<file path="config.mk">
export PLATFORM = sky130hd
export DESIGN_NAME = npc_queue
export DESIGN_NICKNAME = d
export VERILOG_FILES = /design/src/design/npc_pkg.sv /design/src/design/npc_queue.sv
export SDC_FILE = /design/constraint.sdc
export NUM_CORES = 1
export LEC_CHECK = 0
export ABC_CLOCK_PERIOD_IN_PS = 3300
export BUFFER_PORTS_ARGS = -buffer_cell sky130_fd_sc_hd__buf_4
export CORE_ASPECT_RATIO = 1.75
export CORE_UTILIZATION = 43
export CTS_BUF_LIST = sky130_fd_sc_hd__clkbuf_8
export CTS_CLUSTER_DIAMETER = 150
export CTS_CLUSTER_SIZE = 30
export DETAILED_ROUTE_END_ITERATION = 10
export PLACE_DENSITY = 0.67
export SYNTH_ARGS = -nofsm -noshare
export SYNTH_HDL_FRONTEND = slang
export SYNTH_SLANG_ARGS = --single-unit
</file>
<file path="constraint.sdc">
create_clock -name clk_i -period 3.3 [get_ports clk_i]
set_clock_uncertainty 0.15 [all_clocks]
set_input_delay 0.165 -clock clk_i [delete_from_list [all_inputs] [get_ports clk_i]]
set_output_delay 0.165 -clock clk_i [all_outputs]
set_load 0.02 [all_outputs]
</file>
<file path="src/design/npc_pkg.sv">
// Shared types and constants for the nearest palette color block.
// No dependencies; every other file of the block refers to this package.
`timescale 1ns / 1ps
`default_nettype none

package npc_pkg;

  localparam int PaletteDepth = 256;
  localparam int IdxW         = 8;
  localparam int CompW        = 8;
  localparam int CfgW         = 9;
  localparam int SqW          = 2 * CompW;
  localparam int DistW        = SqW + 2;
  localparam int QueueDepth   = 2;

  typedef enum logic {
    OP_WRITE  = 1'b0,
    OP_LOOKUP = 1'b1
  } op_e;

  typedef enum logic [1:0] {
    ST_IDLE,
    ST_SCAN,
    ST_FINISH
  } state_e;

  typedef struct packed {
    logic [CompW-1:0] red;
    logic [CompW-1:0] green;
    logic [CompW-1:0] blue;
  } rgb_t;

  typedef struct packed {
    op_e             op;
    logic [IdxW-1:0] entry_index;
    rgb_t            color;
  } item_t;

  typedef struct packed {
    logic  valid;
    item_t item;
  } queue_head_t;

endpackage

`default_nettype wire

</file>
<file path="src/design/npc_queue.sv">
// Short FIFO of decoded items between front end and scan engine.
// Depends on npc_pkg.
`timescale 1ns / 1ps
`default_nettype none

module npc_queue (
  input  wire logic                 clk_i,
  input  wire logic                 rst_ni,
  input  wire npc_pkg::item_t       push_item_i,
  input  wire logic                 push_valid_i,
  output logic                      full_o,
  output npc_pkg::queue_head_t      head_o,
  input  wire logic                 pop_i
);

  localparam int PtrW = (npc_pkg::QueueDepth > 1) ? $clog2(npc_pkg::QueueDepth) : 1;
  localparam int CntW = $clog2(npc_pkg::QueueDepth + 1);

  npc_pkg::item_t  entries_q [npc_pkg::QueueDepth];
  logic [PtrW-1:0] wr_ptr_q, wr_ptr_d;
  logic [PtrW-1:0] rd_ptr_q, rd_ptr_d;
  logic [CntW-1:0] cnt_q, cnt_d;
  logic            do_push, do_pop;

  assign full_o       = (cnt_q == CntW'(npc_pkg::QueueDepth));
  assign head_o.valid = (cnt_q != '0);
  assign head_o.item  = entries_q[rd_ptr_q];
  assign do_push      = push_valid_i && !full_o;
  assign do_pop       = pop_i && head_o.valid;

  always_comb begin
    wr_ptr_d = wr_ptr_q;
    rd_ptr_d = rd_ptr_q;
    cnt_d    = cnt_q;
    if (do_push) begin
      wr_ptr_d = (wr_ptr_q == PtrW'(npc_pkg::QueueDepth - 1)) ? '0 : wr_ptr_q + 1'b1;
    end
    if (do_pop) begin
      rd_ptr_d = (rd_ptr_q == PtrW'(npc_pkg::QueueDepth - 1)) ? '0 : rd_ptr_q + 1'b1;
    end
    if (do_push && !do_pop) begin
      cnt_d = cnt_q + 1'b1;
    end else if (do_pop && !do_push) begin
      cnt_d = cnt_q - 1'b1;
    end
  end

  always_ff @(posedge clk_i or negedge rst_ni) begin
    if (!rst_ni) begin
      wr_ptr_q <= '0;
      rd_ptr_q <= '0;
      cnt_q    <= '0;
    end else begin
      wr_ptr_q <= wr_ptr_d;
      rd_ptr_q <= rd_ptr_d;
      cnt_q    <= cnt_d;
    end
  end

  always_ff @(posedge clk_i) begin
    if (do_push) begin
      entries_q[wr_ptr_q] <= push_item_i;
    end
  end

endmodule

`default_nettype wire

</file>
==> flow_summary.json <==
{
  "synth_fp_nets": 160,
  "fin_nets": 273,
  "r2r_slack_ps": 1250,
  "drive_gt1_frac": 0.5063,
  "path_max_fanout": 34,
  "start_util": 0.4423,
  "yosysTopAreaCell": "edfxtp_1",
  "wl_mm": 4.753,
  "final_cell_count_no_fill": 319,
  "place_inst": 269,
  "startpoint_type": "flop",
  "dr_total_vias": 1484,
  "cp_data_arrival_time_ps": 1970,
  "ant_nets": 0,
  "clock_latency_ps": 320,
  "synth_top_area_frac": 0.7249,
  "num_rows": 38,
  "fp.dieW_um": 62.28,
  "antenna_found_initial": 0,
  "ys.flop_type": "edfxtp_1",
  "synth-seq-cells": 70,
  "die-area_mm2": 0.006693,
  "tightest_slew_ps": 1043,
  "portBuffers": 71,
  "place_hpwl_mm": 3.126,
  "overflow": 0,
  "rsz0062_at_grt": "no",
  "endpoint_kind": "primary output",
  "clock.fmax_ghz": 0.4374,
  "hold_viol": 0,
  "core_mm2": 0.006181,
  "synth_area_leaders": "edfxtp_1, mux2_4, dfrtp_1",
  "cts.sinks": 70,
  "grt_use_total": 0.1453,
  "cts_tree": "yes",
  "cts_buffers": 9,
  "min_period_ps": 2286,
  "place_area_mm2": 0.003306,
  "grt_pass1_wl_mm": 7.107,
  "yosysMostFrequentCell": "edfxtp_1",
  "fillCellCount": 475,
  "synth.avg_cell_area_um2": 22.41,
  "synth_cell_types": 16,
  "pin_count": 72,
  "cts_buffer_depth": 2,
  "area_growth_pct": 39.36,
  "hold-worst-slack_ps": 24.58,
  "status": "completed",
  "finalMaxSlewViolations": 0,
  "drcViolationCount": 0,
  "path_clk_slew_ps": 70,
  "vias_per_cell": 4.652,
  "tns_ps": 0,
  "cts_resized": 0,
  "synth_enable_flop_cells": 66,
  "yosysWarnings": 0,
  "cts_root_buf": "clkbuf_8",
  "h-tree-depth": 3,
  "max-vdd-ir-drop_v": 0.0009101,
  "first_pass_iters": 4,
  "critPathKind": "flop to primary output",
  "hold_path_class": "primary input to asynchronous set/reset pin",
  "globalplace.congestion": 0.6315,
  "total_leakage_power_nw": 1.538,
  "synth.cell_area_mm2": 0.002734,
  "ys_top_cells_by_count": "edfxtp_1, mux2_4, dfrtp_1, mux2_2",
  "period_share": 0.6928,
  "drt_iter0_drc": 47,
  "syn_inst": 122,
  "dieHeight_um": 107.5,
  "antennaDiodeCount": 0,
  "relSlewSlack": 0.3048,
  "powerDensity_mw_per_mm2": 819.8,
  "maxCapViolCount": 0,
  "synthArstFlopShare": 0.05714,
  "worstPathRequired_ps": 2980,
  "stdcell_area_mm2": 0.003810,
  "grt_pass1_vias": 1569,
  "grt_max_degree": 35,
  "synth_seq_area_share": 0.7616,
  "routedWlPerCell_um": 14.90,
  "setup_viol": 0
}
-- per-stage QoR --
step,worst slack (ps),total power (W),util
6_report,1014,0.003123,0.6164
5_1_grt,933.8,0.003252,0.6164
4_1_cts,988.3,0.003155,0.6164
3_5_place_dp,1237,0.002584,0.5348
3_3_place_gp,1388,0.002532,0.5348
2_1_floorplan,708.0,0.002216,-
-- kinds of logic after synthesis --
kind of cell	count (synthesis)	synth area share
buf+inv	6	0.02883
xor+xnor	5	0.01602
simple gates	7	0.01328
fa+ha+maj	1	0.004576
flops	70	0.7616
mux	33	0.1757
-- power breakdown --
| group | total [W] | internal, W | switching [W] |
|---|---|---|---|
| sequential | 0.00140 | 0.00122 | 0.000176 |
| combinational | 0.00118 | 0.000637 | 0.000548 |
| clock | 0.000540 | 0.000259 | 0.000281 |
-- path summary, 6_finish.rpt --
path,depth (start not counted),from,to
max,2,rd_ptr_q,head_o[10]
min,2,rst_ni,cnt_q[0]
max reg2reg,3,cnt_q[0],entries_q[0][6]
min reg2reg,1,cnt_q[1],cnt_q[1]
max in group asynchronous,2,rst_ni,rd_ptr_q
min in group clk_i,3,push_valid_i,wr_ptr_q
-- worst max-delay path, cell delays in order (launching register included) --
cell	delay, ps
dfrtp_2	1060
mux2_2	420
buf_4	160
-- registers in the layout, summed over array words and instances (netlist names) --
signal     count
entries_q     66
wr_ptr_q       1
cnt_q          2
rd_ptr_q       1
-- layout make-up --
cell class | count | area [µm²] | area share
inverter | 2 | 7.507 | 0.001970
sequential | 70 | 2083 | 0.5468
multi-input combinational | 46 | 581.8 | 0.1527
tap | 80 | 100.1 | 0.02627
timing repair buffer | 106 | 883.3 | 0.2319
clock inverter | 6 | 30.03 | 0.007882
clock buffer | 9 | 123.9 | 0.03251
-- placed cells by master (no fill, tap or decap), types with 2 or more instances in the layout --
| master | count |
|---|---|
| clkinv_1 | 2 |
| dlygate4sd3_1 | 35 |
| dfrtp_1 | 3 |
| xor2_1 | 2 |
| inv_1 | 2 |
| clkbuf_8 | 9 |
| buf_4 | 71 |
| mux2_4 | 29 |
| mux2_2 | 4 |
| edfxtp_1 | 66 |
| clkinv_2 | 3 |
| xnor2_1 | 3 |
-- layer usage --
layer  track usage  vias to the layer above  wire length [µm]
met2        0.2716                       43              2808
met4       0.08638                        0                85
li1              -                      692                 -
met5             0                        -                 0
met3       0.03602                        9               152
met1        0.1418                      740              1706
-- timing repair --
item,in CTS,in global routing
setup endpoints to repair,0,0
hold endpoints to repair,71,0
hold buffers,35,0
buffers inserted,0,0
(Power assumes the default switching activity.)
